[src/rtl/mstd_pkg.sv]
`timescale 1ns / 1ps

package mstd_pkg;

   localparam int FREQ_W   = 20;
   localparam int CD_W     = 22;
   localparam int MIN_W    = 14;
   localparam int SLOT_W   = 4;
   localparam int MASK_W   = 16;
   localparam int STAT_W   = 2;
   localparam int REQ_W    = 2;

   localparam int DEF_SLOTS = 16;

   localparam logic [FREQ_W-1:0] BASE_HZ      = FREQ_W'(1000000);
   localparam logic [FREQ_W-1:0] TOP_HZ       = FREQ_W'(10000);
   localparam logic [MIN_W-1:0]  DEF_MIN_FREQ = MIN_W'(1000);

   typedef enum logic [REQ_W-1:0] {
      REQ_TICK   = 2'd0,
      REQ_ATTACH = 2'd1,
      REQ_DETACH = 2'd2,
      REQ_NOP    = 2'd3
   } req_code_type;

   typedef enum logic [STAT_W-1:0] {
      ST_OK          = 2'd0,
      ST_FREQ_REJECT = 2'd1,
      ST_FULL        = 2'd2,
      ST_BAD_SLOT    = 2'd3
   } status_type;

   typedef struct packed {
      logic signed [CD_W-1:0] countdown;
      logic [FREQ_W-1:0]      period;
   } slot_entry_type;

endpackage

[src/rtl/mstd_if.sv]
`timescale 1ns / 1ps

interface mstd_req_if;
   import mstd_pkg::*;

   logic                   valid;
   logic                   ready;
   logic [REQ_W-1:0]       req_type;
   logic [FREQ_W-1:0]      frequency;
   logic [SLOT_W-1:0]      slot;

   modport source (output valid, req_type, frequency, slot, input ready);
   modport sink   (input valid, req_type, frequency, slot, output ready);
endinterface

interface mstd_rsp_if;
   import mstd_pkg::*;

   logic                   valid;
   logic                   ready;
   logic [MASK_W-1:0]      fire_mask;
   logic [SLOT_W-1:0]      slot_index;
   logic [STAT_W-1:0]      status;

   modport source (output valid, fire_mask, slot_index, status, input ready);
   modport sink   (input valid, fire_mask, slot_index, status, output ready);
endinterface

[src/rtl/mstd_div.sv]
`timescale 1ns / 1ps

module mstd_div (
   input  logic                        clock,
   input  logic                        reset,
   input  logic                        start,
   input  logic [mstd_pkg::FREQ_W-1:0] divisor,
   output logic                        done,
   output logic [mstd_pkg::FREQ_W-1:0] quotient
);
   import mstd_pkg::*;

   localparam int STEP_W = $clog2(FREQ_W);

   logic                busy_ff, busy_in;
   logic                done_ff, done_in;
   logic [STEP_W-1:0]   step_ff, step_in;
   logic [FREQ_W-1:0]   quo_ff, quo_in;
   logic [FREQ_W:0]     rem_ff, rem_in;
   logic [FREQ_W-1:0]   div_ff, div_in;
   logic [FREQ_W:0]     trial;
   logic [FREQ_W:0]     diff;

   // one restoring step per cycle
   always_comb begin
      busy_in = busy_ff;
      done_in = 1'b0;
      step_in = step_ff;
      quo_in  = quo_ff;
      rem_in  = rem_ff;
      div_in  = div_ff;
      trial   = {rem_ff[FREQ_W-1:0], quo_ff[FREQ_W-1]};
      diff    = trial - {1'b0, div_ff};
      if (start) begin
         busy_in = 1'b1;
         step_in = '0;
         quo_in  = BASE_HZ;
         rem_in  = '0;
         div_in  = divisor;
      end else if (busy_ff) begin
         if (!diff[FREQ_W]) begin
            rem_in = diff;
            quo_in = {quo_ff[FREQ_W-2:0], 1'b1};
         end else begin
            rem_in = trial;
            quo_in = {quo_ff[FREQ_W-2:0], 1'b0};
         end
         step_in = step_ff + 1'b1;
         if (step_ff == STEP_W'(FREQ_W - 1)) begin
            busy_in = 1'b0;
            done_in = 1'b1;
         end
      end
   end

   always_ff @(posedge clock) begin
      if (reset) begin
         busy_ff <= 1'b0;
         done_ff <= 1'b0;
      end else begin
         busy_ff <= busy_in;
         done_ff <= done_in;
      end
      step_ff <= step_in;
      quo_ff  <= quo_in;
      rem_ff  <= rem_in;
      div_ff  <= div_in;
   end

   assign done     = done_ff;
   assign quotient = quo_ff;

endmodule

[src/rtl/multi_slot_periodic_tick_divider_top.sv]
`timescale 1ns / 1ps
// attach: check, 20-step serial divide, response load
// tick: one slot table read and write-back per cycle
// detach, rejected attach and other requests: check, then response load; one transaction in flight at a time
// the response register lets the next request be taken while a result waits
// reset (synchronous): no slots live, slot count, rate and interval cleared,
// rate floor back to 1000; slot table contents are not cleared

module multi_slot_periodic_tick_divider_top #(
   parameter int SLOTS = mstd_pkg::DEF_SLOTS
) (
   input  logic                       clock,
   input  logic                       reset,
   mstd_req_if.sink                   req,
   mstd_rsp_if.source                 rsp,
   input  logic                       csr_wr_en,
   input  logic [mstd_pkg::MIN_W-1:0] csr_wr_data
);
   import mstd_pkg::*;

   localparam int IDX_W = (SLOTS > 1) ? $clog2(SLOTS) : 1;
   localparam int CNT_W = $clog2(SLOTS + 1);
   localparam int CW    = (CNT_W > SLOT_W) ? CNT_W : SLOT_W;
   localparam int MW    = CW + 1;

   typedef enum logic [2:0] {
      S_IDLE,
      S_CHECK,
      S_DIV,
      S_TICK,
      S_RESP
   } state_type;

   state_type              state_ff, state_in;
   req_code_type           op_ff, op_in;
   logic [FREQ_W-1:0]      freq_ff, freq_in;
   logic [SLOT_W-1:0]      slot_ff, slot_in;
   logic [MIN_W-1:0]       min_freq_ff;
   logic [CNT_W-1:0]       cnt_ff, cnt_in;
   logic [MIN_W-1:0]       top_ff, top_in;
   logic [FREQ_W-1:0]      interval_ff, interval_in;
   logic [SLOTS-1:0]       live_ff, live_in;
   logic [CNT_W-1:0]       idx_ff, idx_in;
   logic                   rd_valid_ff, rd_valid_in;
   logic [IDX_W-1:0]       rd_idx_ff, rd_idx_in;
   logic [MASK_W-1:0]      mask_ff, mask_in;
   logic [SLOT_W-1:0]      index_ff, index_in;
   status_type             status_ff, status_in;
   logic                   rsp_valid_ff, rsp_valid_in;
   logic [MASK_W-1:0]      rsp_mask_ff, rsp_mask_in;
   logic [SLOT_W-1:0]      rsp_index_ff, rsp_index_in;
   status_type             rsp_status_ff, rsp_status_in;

   slot_entry_type         slot_mem [SLOTS];
   slot_entry_type         rd_data_ff;
   logic                   mem_we;
   logic [IDX_W-1:0]       mem_wa;
   slot_entry_type         mem_wd;
   logic                   rd_en;

   logic                   div_start;
   logic                   div_done;
   logic [FREQ_W-1:0]      div_quo;

   logic [CW-1:0]          cnt_ext;
   logic [CW-1:0]          slot_ext;
   logic [MW-1:0]          rd_idx_ext;
   logic                   issue;
   logic signed [CD_W-1:0] cd_diff;
   logic signed [CD_W-1:0] cd_next;
   logic                   raise;

   mstd_div u_div (
      .clock    (clock),
      .reset    (reset),
      .start    (div_start),
      .divisor  (freq_ff),
      .done     (div_done),
      .quotient (div_quo)
   );

   assign cnt_ext    = CW'(cnt_ff);
   assign slot_ext   = CW'(slot_ff);
   assign rd_idx_ext = MW'(rd_idx_ff);
   assign issue      = idx_ff < cnt_ff;
   assign raise      = freq_ff > FREQ_W'(top_ff);
   assign cd_diff    = rd_data_ff.countdown - $signed(CD_W'(interval_ff));
   assign cd_next    = cd_diff[CD_W-1] ? cd_diff + $signed(CD_W'(rd_data_ff.period))
                                       : cd_diff;

   always_comb begin
      state_in      = state_ff;
      op_in         = op_ff;
      freq_in       = freq_ff;
      slot_in       = slot_ff;
      cnt_in        = cnt_ff;
      top_in        = top_ff;
      interval_in   = interval_ff;
      live_in       = live_ff;
      idx_in        = idx_ff;
      rd_valid_in   = 1'b0;
      rd_idx_in     = rd_idx_ff;
      mask_in       = mask_ff;
      index_in      = index_ff;
      status_in     = status_ff;
      rsp_valid_in  = rsp_valid_ff && !rsp.ready;
      rsp_mask_in   = rsp_mask_ff;
      rsp_index_in  = rsp_index_ff;
      rsp_status_in = rsp_status_ff;
      mem_we        = 1'b0;
      mem_wa        = cnt_ff[IDX_W-1:0];
      mem_wd        = '{countdown: $signed(CD_W'(div_quo)), period: div_quo};
      rd_en         = 1'b0;
      div_start     = 1'b0;

      case (state_ff)
         S_IDLE: begin
            if (req.valid) begin
               op_in     = req_code_type'(req.req_type);
               freq_in   = req.frequency;
               slot_in   = req.slot;
               mask_in   = '0;
               index_in  = '0;
               status_in = ST_OK;
               idx_in    = '0;
               state_in  = S_CHECK;
            end
         end
         S_CHECK: begin
            case (op_ff)
               REQ_TICK: begin
                  state_in = S_TICK;
               end
               REQ_ATTACH: begin
                  if (freq_ff == '0) begin
                     status_in = ST_FREQ_REJECT;
                     state_in  = S_RESP;
                  end else if (cnt_ff >= CNT_W'(SLOTS)) begin
                     status_in = ST_FULL;
                     state_in  = S_RESP;
                  end else if (raise && (freq_ff < FREQ_W'(min_freq_ff) ||
                                         freq_ff > TOP_HZ)) begin
                     status_in = ST_FREQ_REJECT;
                     state_in  = S_RESP;
                  end else begin
                     div_start = 1'b1;
                     state_in  = S_DIV;
                  end
               end
               REQ_DETACH: begin
                  if (slot_ext >= cnt_ext) begin
                     status_in = ST_BAD_SLOT;
                  end else begin
                     live_in[slot_ext[IDX_W-1:0]] = 1'b0;
                  end
                  state_in = S_RESP;
               end
               default: begin
                  state_in = S_RESP;
               end
            endcase
         end
         S_DIV: begin
            if (div_done) begin
               mem_we                       = 1'b1;
               live_in[cnt_ff[IDX_W-1:0]]   = 1'b1;
               if (raise) begin
                  interval_in = div_quo;
                  top_in      = freq_ff[MIN_W-1:0];
               end
               index_in = cnt_ext[SLOT_W-1:0];
               cnt_in   = cnt_ff + 1'b1;
               state_in = S_RESP;
            end
         end
         S_TICK: begin
            // read slot idx while writing back the slot read in the previous cycle
            if (issue) begin
               rd_en       = 1'b1;
               rd_idx_in   = idx_ff[IDX_W-1:0];
               idx_in      = idx_ff + 1'b1;
               rd_valid_in = 1'b1;
            end
            if (rd_valid_ff) begin
               mem_we = 1'b1;
               mem_wa = rd_idx_ff;
               mem_wd = '{countdown: cd_next, period: rd_data_ff.period};
               if (cd_diff[CD_W-1] && live_ff[rd_idx_ff] &&
                   rd_idx_ext < MW'(MASK_W)) begin
                  mask_in[rd_idx_ext[SLOT_W-1:0]] = 1'b1;
               end
            end
            if (!issue && !rd_valid_ff) begin
               state_in = S_RESP;
            end
         end
         S_RESP: begin
            if (!rsp_valid_ff || rsp.ready) begin
               rsp_valid_in  = 1'b1;
               rsp_mask_in   = mask_ff;
               rsp_index_in  = index_ff;
               rsp_status_in = status_ff;
               state_in      = S_IDLE;
            end
         end
         default: begin
            state_in = S_IDLE;
         end
      endcase
   end

   always_ff @(posedge clock) begin
      if (reset) begin
         state_ff     <= S_IDLE;
         min_freq_ff  <= DEF_MIN_FREQ;
         cnt_ff       <= '0;
         top_ff       <= '0;
         interval_ff  <= '0;
         live_ff      <= '0;
         rd_valid_ff  <= 1'b0;
         rsp_valid_ff <= 1'b0;
      end else begin
         state_ff     <= state_in;
         if (csr_wr_en) begin
            min_freq_ff <= csr_wr_data;
         end
         cnt_ff       <= cnt_in;
         top_ff       <= top_in;
         interval_ff  <= interval_in;
         live_ff      <= live_in;
         rd_valid_ff  <= rd_valid_in;
         rsp_valid_ff <= rsp_valid_in;
      end
      op_ff         <= op_in;
      freq_ff       <= freq_in;
      slot_ff       <= slot_in;
      idx_ff        <= idx_in;
      rd_idx_ff     <= rd_idx_in;
      mask_ff       <= mask_in;
      index_ff      <= index_in;
      status_ff     <= status_in;
      rsp_mask_ff   <= rsp_mask_in;
      rsp_index_ff  <= rsp_index_in;
      rsp_status_ff <= rsp_status_in;
   end

   // slot table
   always_ff @(posedge clock) begin
      if (mem_we) begin
         slot_mem[mem_wa] <= mem_wd;
      end
      if (rd_en) begin
         rd_data_ff <= slot_mem[idx_ff[IDX_W-1:0]];
      end
   end

   assign req.ready      = (state_ff == S_IDLE);
   assign rsp.valid      = rsp_valid_ff;
   assign rsp.fire_mask  = rsp_mask_ff;
   assign rsp.slot_index = rsp_index_ff;
   assign rsp.status     = rsp_status_ff;

   a_attach_count: assert property (@(posedge clock) disable iff (reset)
      (state_ff == S_DIV && div_done) |=> cnt_ff == $past(cnt_ff) + 1'b1)
      else $error("attach did not advance slot count");

   a_interval_set: assert property (@(posedge clock) disable iff (reset)
      (cnt_ff != '0) |-> (interval_ff != '0 && top_ff != '0))
      else $error("slots attached without a tick interval");

   a_rate_cap: assert property (@(posedge clock) disable iff (reset)
      FREQ_W'(top_ff) <= TOP_HZ)
      else $error("top frequency above limit");

   a_err_payload: assert property (@(posedge clock) disable iff (reset)
      (rsp_valid_ff && rsp_status_ff != ST_OK) |->
         (rsp_mask_ff == '0 && rsp_index_ff == '0))
      else $error("rejected transaction carries payload");

endmodule

[src/flat_wrapper.sv]
// flat-port wrapper written by rule: the top's interface ports become plain ports
module multi_slot_periodic_tick_divider_top_flat import mstd_pkg::*;
#(
   parameter int SLOTS = mstd_pkg::DEF_SLOTS
)
  (clock, reset, csr_wr_en, csr_wr_data, req_valid, req_req_type, req_frequency, req_slot, req_ready, rsp_valid, rsp_fire_mask, rsp_slot_index, rsp_status, rsp_ready);
  mstd_req_if req_i ();
  mstd_rsp_if rsp_i ();
  input  logic clock;
  input  logic reset;
  input  logic csr_wr_en;
  input  logic [mstd_pkg::MIN_W-1:0] csr_wr_data;
  input wire logic [$bits(req_i.valid)-1:0] req_valid;
  input wire logic [$bits(req_i.req_type)-1:0] req_req_type;
  input wire logic [$bits(req_i.frequency)-1:0] req_frequency;
  input wire logic [$bits(req_i.slot)-1:0] req_slot;
  output wire logic [$bits(req_i.ready)-1:0] req_ready;
  output wire logic [$bits(rsp_i.valid)-1:0] rsp_valid;
  output wire logic [$bits(rsp_i.fire_mask)-1:0] rsp_fire_mask;
  output wire logic [$bits(rsp_i.slot_index)-1:0] rsp_slot_index;
  output wire logic [$bits(rsp_i.status)-1:0] rsp_status;
  input wire logic [$bits(rsp_i.ready)-1:0] rsp_ready;
  assign req_i.valid = req_valid;
  assign req_i.req_type = req_req_type;
  assign req_i.frequency = req_frequency;
  assign req_i.slot = req_slot;
  assign req_ready = req_i.ready;
  assign rsp_valid = rsp_i.valid;
  assign rsp_fire_mask = rsp_i.fire_mask;
  assign rsp_slot_index = rsp_i.slot_index;
  assign rsp_status = rsp_i.status;
  assign rsp_i.ready = rsp_ready;
  multi_slot_periodic_tick_divider_top #(.SLOTS(SLOTS)) u_core (.clock(clock), .reset(reset), .req(req_i), .rsp(rsp_i), .csr_wr_en(csr_wr_en), .csr_wr_data(csr_wr_data));
endmodule
[config.mk]
export PLATFORM = sky130hd
export DESIGN_NAME = multi_slot_periodic_tick_divider_top_flat
export DESIGN_NICKNAME = d
export VERILOG_FILES = /design/src/rtl/mstd_pkg.sv /design/src/rtl/mstd_if.sv /design/src/rtl/mstd_div.sv /design/src/rtl/multi_slot_periodic_tick_divider_top.sv /design/src/flat_wrapper.sv
export SDC_FILE = /design/constraint.sdc
export NUM_CORES = 1
export LEC_CHECK = 0
export ABC_AREA = 1
export ABC_CLOCK_PERIOD_IN_PS = 4260
export BUFFER_PORTS_ARGS = -buffer_cell sky130_fd_sc_hd__buf_2
export CAP_MARGIN = 20
export CORE_ASPECT_RATIO = 1.2
export CORE_UTILIZATION = 50
export CTS_CLUSTER_DIAMETER = 200
export CTS_CLUSTER_SIZE = 24
export DETAILED_ROUTE_END_ITERATION = 6
export PLACE_DENSITY = 0.72
export RECOVER_POWER = 100
export SLEW_MARGIN = 0
export SYNTH_ARGS = -nofsm -noshare
export SYNTH_HDL_FRONTEND = slang
export SYNTH_SLANG_ARGS = --single-unit
[constraint.sdc]
create_clock -name clock -period 4.26 [get_ports clock]
set_input_delay 0.426 -clock clock [delete_from_list [all_inputs] [get_ports clock]]
set_output_delay 0.426 -clock clock [all_outputs]
set_load 0.01 [all_outputs]
==> results of run 1 <==
[area by class of cell]
class / instances / area, um2 / area share
diodes: 1 / 2.50 / 0.0000564
clock inverters: 1 / 16.3 / 0.000367
repair buffers: 157 / 1090 / 0.0246
flip-flops and latches: 934 / 26800 / 0.605
inverters: 271 / 1020 / 0.0231
clock buffers: 72 / 1260 / 0.0284
multi-input cells: 2367 / 12800 / 0.288
well taps: 1053 / 1320 / 0.0297
[cell usage after synthesis, types with 6 or more instances]
cell	count
a21oi_1	168
buf_1	8
buf_2	37
buf_4	10
buf_6	10
clkbuf_1	104
dfxtp_1	121
edfxtp_1	813
ha_1	102
inv_1	262
inv_2	7
mux2i_1	68
nand2_1	580
nand2_2	16
nand3_1	146
nand3_2	11
nand3b_1	7
nand4_1	24
nor2_1	594
nor3_1	22
o211ai_1	37
o21ai_0	310
o21ai_1	16
o21bai_1	6
o221ai_1	68
o22ai_1	6
o32ai_1	100
xnor2_1	14
xor2_1	25
[sequential cells by signal, indices dropped and copies added (netlist names), 14 cells and up]
name	flops
u_core.slot_mem	672
u_core.mask_ff	16
u_core.min_freq_ff	14
u_core.u_div.quotient	20
u_core.u_div.div_ff	20
u_core.top_ff	14
u_core.rsp.fire_mask	16
u_core.interval_ff	20
u_core.live_ff	16
u_core.freq_ff	20
u_core.u_div.rem_ff	20
u_core.rd_data_ff	42
[stage by stage]
stage / std cells / power [mW] / area (um2) / setup slack, ns / hold slack [ns]
after floorplan: 3742 / 15.8 / 41400 / 0.721 / 0.400
after global placement: 4751 / 17.4 / 43000 / 0.167 / 0.401
after detailed placement: 4751 / 17.6 / 43000 / 0.105 / 0.405
after CTS: 4854 / 22.3 / 44600 / 0.0652 / 0.000498
after global routing: 4855 / 23.2 / 44300 / 0.0262 / 0.0244
final: 4856 / 22.2 / 44300 / 0.262 / 0.0197
[how the worst max path moves through the flow]
stage	end	slack [ns]	startpoint
global placement	u_core.slot_mem[7][41]$_DFFE_PP_	0.17	u_core.rd_data_ff[24]$_DFFE_PP_
finish	u_core.rd_data_ff[36]$_DFFE_PP_	0.26	u_core.idx_ff[2]$_SDFFCE_PN0P_
floorplan	u_core.slot_mem[15][0]$_DFFE_PP_	0.72	u_core.state_ff[1]$_SDFFE_PP0P_
detailed placement	u_core.slot_mem[5][41]$_DFFE_PP_	0.10	u_core.rd_data_ff[22]$_DFFE_PP_
global route	u_core.slot_mem[1][38]$_DFFE_PP_	0.03	u_core.rd_data_ff[25]$_DFFE_PP_
CTS	u_core.slot_mem[5][41]$_DFFE_PP_	0.07	u_core.rd_data_ff[22]$_DFFE_PP_
[metal layers]
metal  part of all wire  global-route usage  vias to the layer above  wire length, um
li1                   -                   -                    13300                -
met1               0.41               0.316                    13800            42800
met4              0.035              0.0847                        0             3640
met5                  0                   0                        -                0
met3              0.055              0.0271                      192             5780
met2               0.50               0.437                      965            52500
[worst max-delay path: cells and delay by family (launching register included)]
kind | cells | cell delay, ns
buffers and inverters | 3 | 2.92
and+or+nand+nor | 3 | 0.46
DFF | 1 | 0.40
[cells by family after synthesis]
family / count (synthesis) / synth area share
flip-flops: 934 / 0.649
AO/OA/AOI/OAI: 729 / 0.107
multiplexers: 68 / 0.0165
adder cells (fa/ha/maj): 105 / 0.0323
AND/OR/NAND/NOR: 1426 / 0.142
XOR/XNOR: 39 / 0.00826
buffers and inverters: 441 / 0.0443
[power breakdown]
group | total, mW | switching, mW | internal [mW] | leakage, nW
sequential | 11.8 | 0.415 | 11.3 | 8.27
clock | 4.78 | 2.74 | 2.05 | 0.610
combinational | 5.64 | 4.00 | 1.63 | 6.96
[repair_timing]
item / in CTS / in global routing
resized for setup: 0 / 7
setup endpoints to repair: 0 / 81
hold buffers: 30 / 1
hold endpoints to repair: 30 / 1
==> out/metrics.csv, run 1 <==
stage,metric,value,unit
synthesis,syn-cell-area,0.0414,mm2
global_routing,grt-ovfl-total,0,
clock_network,cts-root-buf,clkbuf_16,
placed_design,port_buffers,68,
final_layout,final_common_cell,edfxtp_1,
global_routing,antenna_found_initial,0,
drt,dr_total_vias,28300,
sta,final.period_utilization,0.938,
drt,wl_per_cell,21.6,um
setup_path,worst_setup_path_start_kind,flop,
clock_network,cts_buffers,44,
synthesis,synth_top_area_cell,edfxtp_1,
setup_path,max_stage_delay,1.43,ns
synthesis,syn_inst,3742,
drt,firstDrtPassIters,5,
synthesis,yosysSeqAreaShare,0.649,
sta,final.setup.tns,0,ns
drt,routed_wirelength,105,mm
die,coreArea,0.0819,mm2
min_path,hold_depth,3,
final_layout,final_util,0.541,
die,fp.dieH,317,um
clock_network,cts_tree,done,
sta,finalClockSkew,0.0170,ns
setup_path,path_class,reg -> reg,
sta,slew_headroom,-0.371,
sta,setup-violations-final,0,
setup_path,arrival,4.45,ns
global_routing,grt_max_degree,150,
clock_network,post-cts-setup-buffers,0,
power,peakVddDrop,0.310,mV
setup_path,worst_ep_required_time,4.71,ns
sta,slew_violations,236,
clock_network,clk_path_buf_depth,3,
status,outcome,"finished, violations left",
min_path,worst_hold_path.endpoint,u_core.min_freq_ff[9]$_SDFFE_PP1P_,
global_routing,grt_pass1_wl,158,mm
placed_design,place_congestion,0.977,
setup_path,critPathMaxFanout,62,
sta,worst_slew_pin_slew,2.06,ns
setup_path,r2r_cells,6,
setup_path,r2r_slack,0.26,ns
setup_path,slowest_stage,clkbuf_2,
min_path,hold_path_class,in -> reg,
placed_design,hpwlAfterDp,62.6,mm
drt,vias_per_cell,5.83,
synthesis,ys_types,52,
final_layout,syn_to_final_growth,7.20,%
synthesis,synth-warning-count,0,
setup_path,path_cells,clkbuf_2 > nand2_1 > inv_1 > clkbuf_2 > nand2_1 > nand3_1,
power,p_leak,15.8,nW
min_path,min-delay-start,csr_wr_data[9],
drt,drt_iter0_drc,2996,
synthesis,synthTopCellsByArea,"edfxtp_1, dfxtp_1, nor2_1, nand2_1, o21ai_0",
synthesis,syn-num-nets,3892,
die,start_util,0.505,
sta,grt_setup_unrepaired,no,
global_routing,grt_usage,0.247,
final_layout,n_fill_cell,6837,
setup_path,r2r-start,u_core.idx_ff[2]$_SDFFCE_PN0P_,
die,ios,69,
synthesis,synthArstFlopShare,0,
global_routing,grt_pass1_vias,26800,
final_layout,mostFrequentLayoutCells,"edfxtp_1, nand2_1, nor2_1, o21ai_0, inv_1",
setup_path,critPathCaptureType,flop,
clock_network,path_clk_slew,0.10,ns
clock_network,htree_levels,2,
sta,period_needed,4.00,ns
final_layout,layout-drive-gt1-share,0.0521,
sta,max_freq,250,MHz
synthesis,ys_ff_latch,934,
synthesis,synth_ff_type,edfxtp_1,
die,die_x,265,um
drt,antenna_left,0,
synthesis,syn_avg_cell_area,11.1,um2
drt,drc,0,
power,p_per_area,500,mW/mm2
synthesis,synth-edff-count,813,
die,num_rows,115,
sta,hold_violations,0,
status,violations,"capacitance limit, slew limit",
final_layout,fin_nets,3925,
setup_path,reg2reg_to,u_core.rd_data_ff[36]$_DFFE_PP_,
clock_network,insertion_delay,0.63,ns
clock_network,clock_sinks,934,
job,max_cap_viol_count,5,
die,die_area,0.0839,mm2
synthesis,synth_top_area_frac,0.590,
(Power assumes the default switching activity.)
==> run 2: changes to the inputs <==
SYNTH_HIERARCHICAL = 1   (was unset)
==> run 2 against run 1 <==
Compared with the run above: the flow still finishes with violations (capacitance limit, slew limit); utilization up 0.60 points; sequential cell count stayed put; critical path depth up 13; synthesized area up 0.42%; cell area is 1.5% higher; via count increased by 0.70%; sequential share of layout area is 0.87 points lower; global-route usage increased by 0.34 points; non-clock buffer count up 65; count of clock-buffer cells in the layout is 7 higher; die area grew 0.42%; critical endpoint is now u_core/slot_mem[5][41]$_DFFE_PP_.
==> out/metrics.csv, run 2 <==
stage,metric,value,unit
synthesis,synth_top_family_by_area,simple AND/OR/NAND/NOR gates,
clock_network,clock_sinks,934,
synthesis,syn_inst,3737,
synthesis,synth_top_area_cell,edfxtp_1,
synthesis,synthArstFlopShare,0,
drt,wl_met3,6.90,mm
final_layout,syn_to_final_growth,8.32,%
global_routing,grt_pass1_vias,27100,
synthesis,synth.area.mux_share,0.0164,
synthesis,synth-edff-count,813,
sta,grt_setup_unrepaired,no,
setup_path,worst_ep_required_time,4.74,ns
sta,final.period_utilization,0.952,
clock_network,path_clk_slew,0.10,ns
power,finalPower,20.9,mW
synthesis,ys_types,62,
job,max_cap_viol_count,14,
setup_path,arrival,4.54,ns
placed_design,port_buffers,68,
final_layout,fin_area,0.0450,mm2
global_routing,grt_pass1_wl,160,mm
placed_design,postPlaceCellArea,0.0437,mm2
drt,met1_length,42.5,mm
final_layout,top_regs,"u_core/slot_mem x672, u_core/rd_data_ff x42",
drt,dr_total_vias,28500,
placed_design,dp_cells,4857,
clock_network,insertion_delay,0.64,ns
clock_network,clk_path_buf_depth,3,
synthesis,synth_fa_ha_area_frac,0.0334,
power,p_per_area,465,mW/mm2
setup_path,reg2reg_to,u_core/slot_mem[5][41]$_DFFE_PP_,
drt,drc,0,
synthesis,syn_avg_cell_area,11.1,um2
die,num_rows,115,
sta,hold_violations,0,
placed_design,dp_slack,0.0243,ns
synthesis,syn-cell-area,0.0415,mm2
drt,routed_wirelength,106,mm
clock_network,cts_buffers,44,
sta,final.setup.tns,0,ns
drt,antenna_left,0,
synthesis,synthTopCellsByArea,"edfxtp_1, dfxtp_1, nand2_1, nor2_1, ha_1",
drt,firstDrtPassIters,6,
placed_design,place_congestion,1.03,
sta,finalClockSkew,0.0380,ns
synthesis,synth_top_area_frac,0.588,
die,coreArea,0.0822,mm2
drt,dr_wl_met2,53.3,mm
synthesis,synth_ff_type,edfxtp_1,
global_routing,grt-ovfl-total,0,
synthesis,ys_ff_latch,934,
synthesis,ys_top_cells_by_count,"edfxtp_1, nand2_1, nor2_1",
final_layout,fin_nets,3980,
status,outcome,"finished, violations left",
final_layout,final_util,0.548,
final_layout,top_register,u_core/slot_mem,
final_layout,largest_reg_flops,672,
setup_path,worst_setup_path_start_kind,flop,
synthesis,yosysSeqAreaShare,0.646,
power,p_leak,16.4,nW
sta,max_freq,246,MHz
final_layout,layout-drive-gt1-share,0.0738,
synthesis,yosys.area_share.simple,0.147,
clock_network,cts_tree,done,
sta,period_needed,4.06,ns
final_layout,fin_cells,4973,
final_layout,multi_input_area,0.0128,mm2
final_layout,regArea,0.0268,mm2
final_layout,final_common_cell,edfxtp_1,
power,peakVddDrop,0.289,mV
synthesis,synth-warning-count,6,
min_path,worst_hold_path.endpoint,u_core/min_freq_ff[2]$_SDFFE_PP0P_,
die,start_util,0.505,
clock_network,cts-root-buf,clkbuf_16,
setup_path,r2r-start,u_core/rd_data_ff[25]$_DFFE_PP_,
synthesis,synth-xor-area-share,0.00928,
final_layout,n_fill_cell,6856,
sta,slew_headroom,-0.393,
synthesis,syn-num-nets,3891,
clock_network,htree_levels,2,
min_path,min-delay-start,csr_wr_data[2],
die,die_area,0.0842,mm2
setup_path,critPathCaptureType,flop,
drt,vias_per_cell,5.73,
sta,worst_slew_pin_slew,2.09,ns
drt,wl_per_cell,21.4,um
final_layout,diodes,0,
setup_path,r2r_slack,0.20,ns
die,ios,69,
sta,hold_slack,0.0786,ns
min_path,hold_depth,3,
final_layout,mostFrequentLayoutCells,"edfxtp_1, nand2_1, nor2_1, inv_1, o21ai_0",
sta,slew_violations,787,
setup_path,r2r_cells,19,
global_routing,grt_usage,0.250,
min_path,hold_path_class,in -> reg,
setup_path,path_class,reg -> reg,
synthesis,synth_compound_area_frac,0.101,
die,die_x,265,um
sta,setup-violations-final,0,
placed_design,hpwlAfterDp,65.6,mm
global_routing,antenna_found_initial,0,
synthesis,synth.most_common_cell,edfxtp_1,
drt,dr.max_layer_used,met4,
die,fp.dieH,318,um
global_routing,grt_max_degree,198,
setup_path,critPathMaxFanout,16,
status,violations,"capacitance limit, slew limit",
sta,layout_setup_ws,0.203,ns
drt,drt_iter0_drc,3011,
==> run 2: changes by cell type after synthesis, sizes merged, moves of 4 or more <==
cell | before | now
clkbuf | 104 | 110
ha | 102 | 106
inv | 269 | 284
nand2 | 599 | 617
nand3 | 157 | 174
nand4 | 24 | 35
nor2 | 604 | 560
nor4 | 4 | 19
o211ai | 37 | 19
o21ai | 326 | 270
o21ba | 0 | 15
or2 | 6 | 2
xnor2 | 14 | 21
==> run 2: worst max-delay path by stage <==
stage,endpoint,cells after the start,start,slack [ns]
after floorplan,u_core/slot_mem[0][40]$_DFFE_PP_,21,u_core/rd_data_ff[20]$_DFFE_PP_,0.72
after global placement,u_core/slot_mem[6][40]$_DFFE_PP_,18,u_core/rd_data_ff[26]$_DFFE_PP_,0.08
after detailed placement,u_core/slot_mem[3][40]$_DFFE_PP_,18,u_core/rd_data_ff[26]$_DFFE_PP_,0.02
after CTS,u_core/slot_mem[13][39]$_DFFE_PP_,20,u_core/rd_data_ff[25]$_DFFE_PP_,0.01
after global routing,u_core/slot_mem[13][30]$_DFFE_PP_,19,u_core/interval_ff[8]$_SDFFE_PP0P_,0.01
final,u_core/slot_mem[5][41]$_DFFE_PP_,19,u_core/rd_data_ff[25]$_DFFE_PP_,0.20
==> run 2: logic make-up (layout without fill, tap and decap cells) <==
| family | count (synthesis) | in the layout |
|---|---|---|
| AO/OA/AOI/OAI | 666 | 666 |
| XOR/XNOR | 44 | 44 |
| adder cells (fa/ha/maj) | 109 | 109 |
| buffers and inverters | 466 | 591 |
| flip-flops | 934 | 934 |
| multiplexers | 68 | 68 |
| AND/OR/NAND/NOR | 1450 | 1450 |
==> run 2: power by group <==
group	internal, mW	total (mW)	leakage, nW	switching [mW]
logic	1.48	5.00	7.37	3.52
registers	10.9	11.2	8.38	0.309
clock network	2.02	4.76	0.610	2.74
==> run 2: per-layer routing <==
| metal | GRT usage | up-vias |
|---|---|---|
| li1 | - | 13400 |
| met1 | 0.325 | 13900 |
| met2 | 0.435 | 1060 |
| met3 | 0.0259 | 192 |
| met4 | 0.0889 | 0 |
| met5 | 0 | - |
==> run 2: area by class of cell <==
type,instances,area share
Timing Repair Buffer,222,0.0344
Multi-Input combinational cell,2337,0.285
Inverter,287,0.0240
Sequential cell,934,0.597
Clock buffer,79,0.0276
Tap cell,1111,0.0309
Clock inverter,3,0.00106
==> run 2: critical path, cell delays in order (launching register included) <==
cell,delay [ns]
edfxtp_1,0.38
ha_1,0.35
a21oi_1,0.29
o21ai_1,0.15
a21oi_2,0.24
o21ai_2,0.12
nand2_1,0.10
nand3b_1,0.08
nand2_1,0.09
inv_1,0.05
ha_1,0.28
buf_4,0.17
a21oi_1,0.27
o21ai_0,0.22
a21oi_1,0.17
nand3_1,0.14
a21oi_1,0.32
nor2_1,0.10
nor3_2,0.11
buf_4,0.23
==> run 2: repair_timing <==
item | in CTS | in global routing
pin swaps | 0 | 0
gates resized for setup | 1 | 14
setup buffers | 0 | 0
hold endpoints to repair | 33 | 0
endpoints found under the setup margin | 16 | 176
hold buffers | 33 | 0
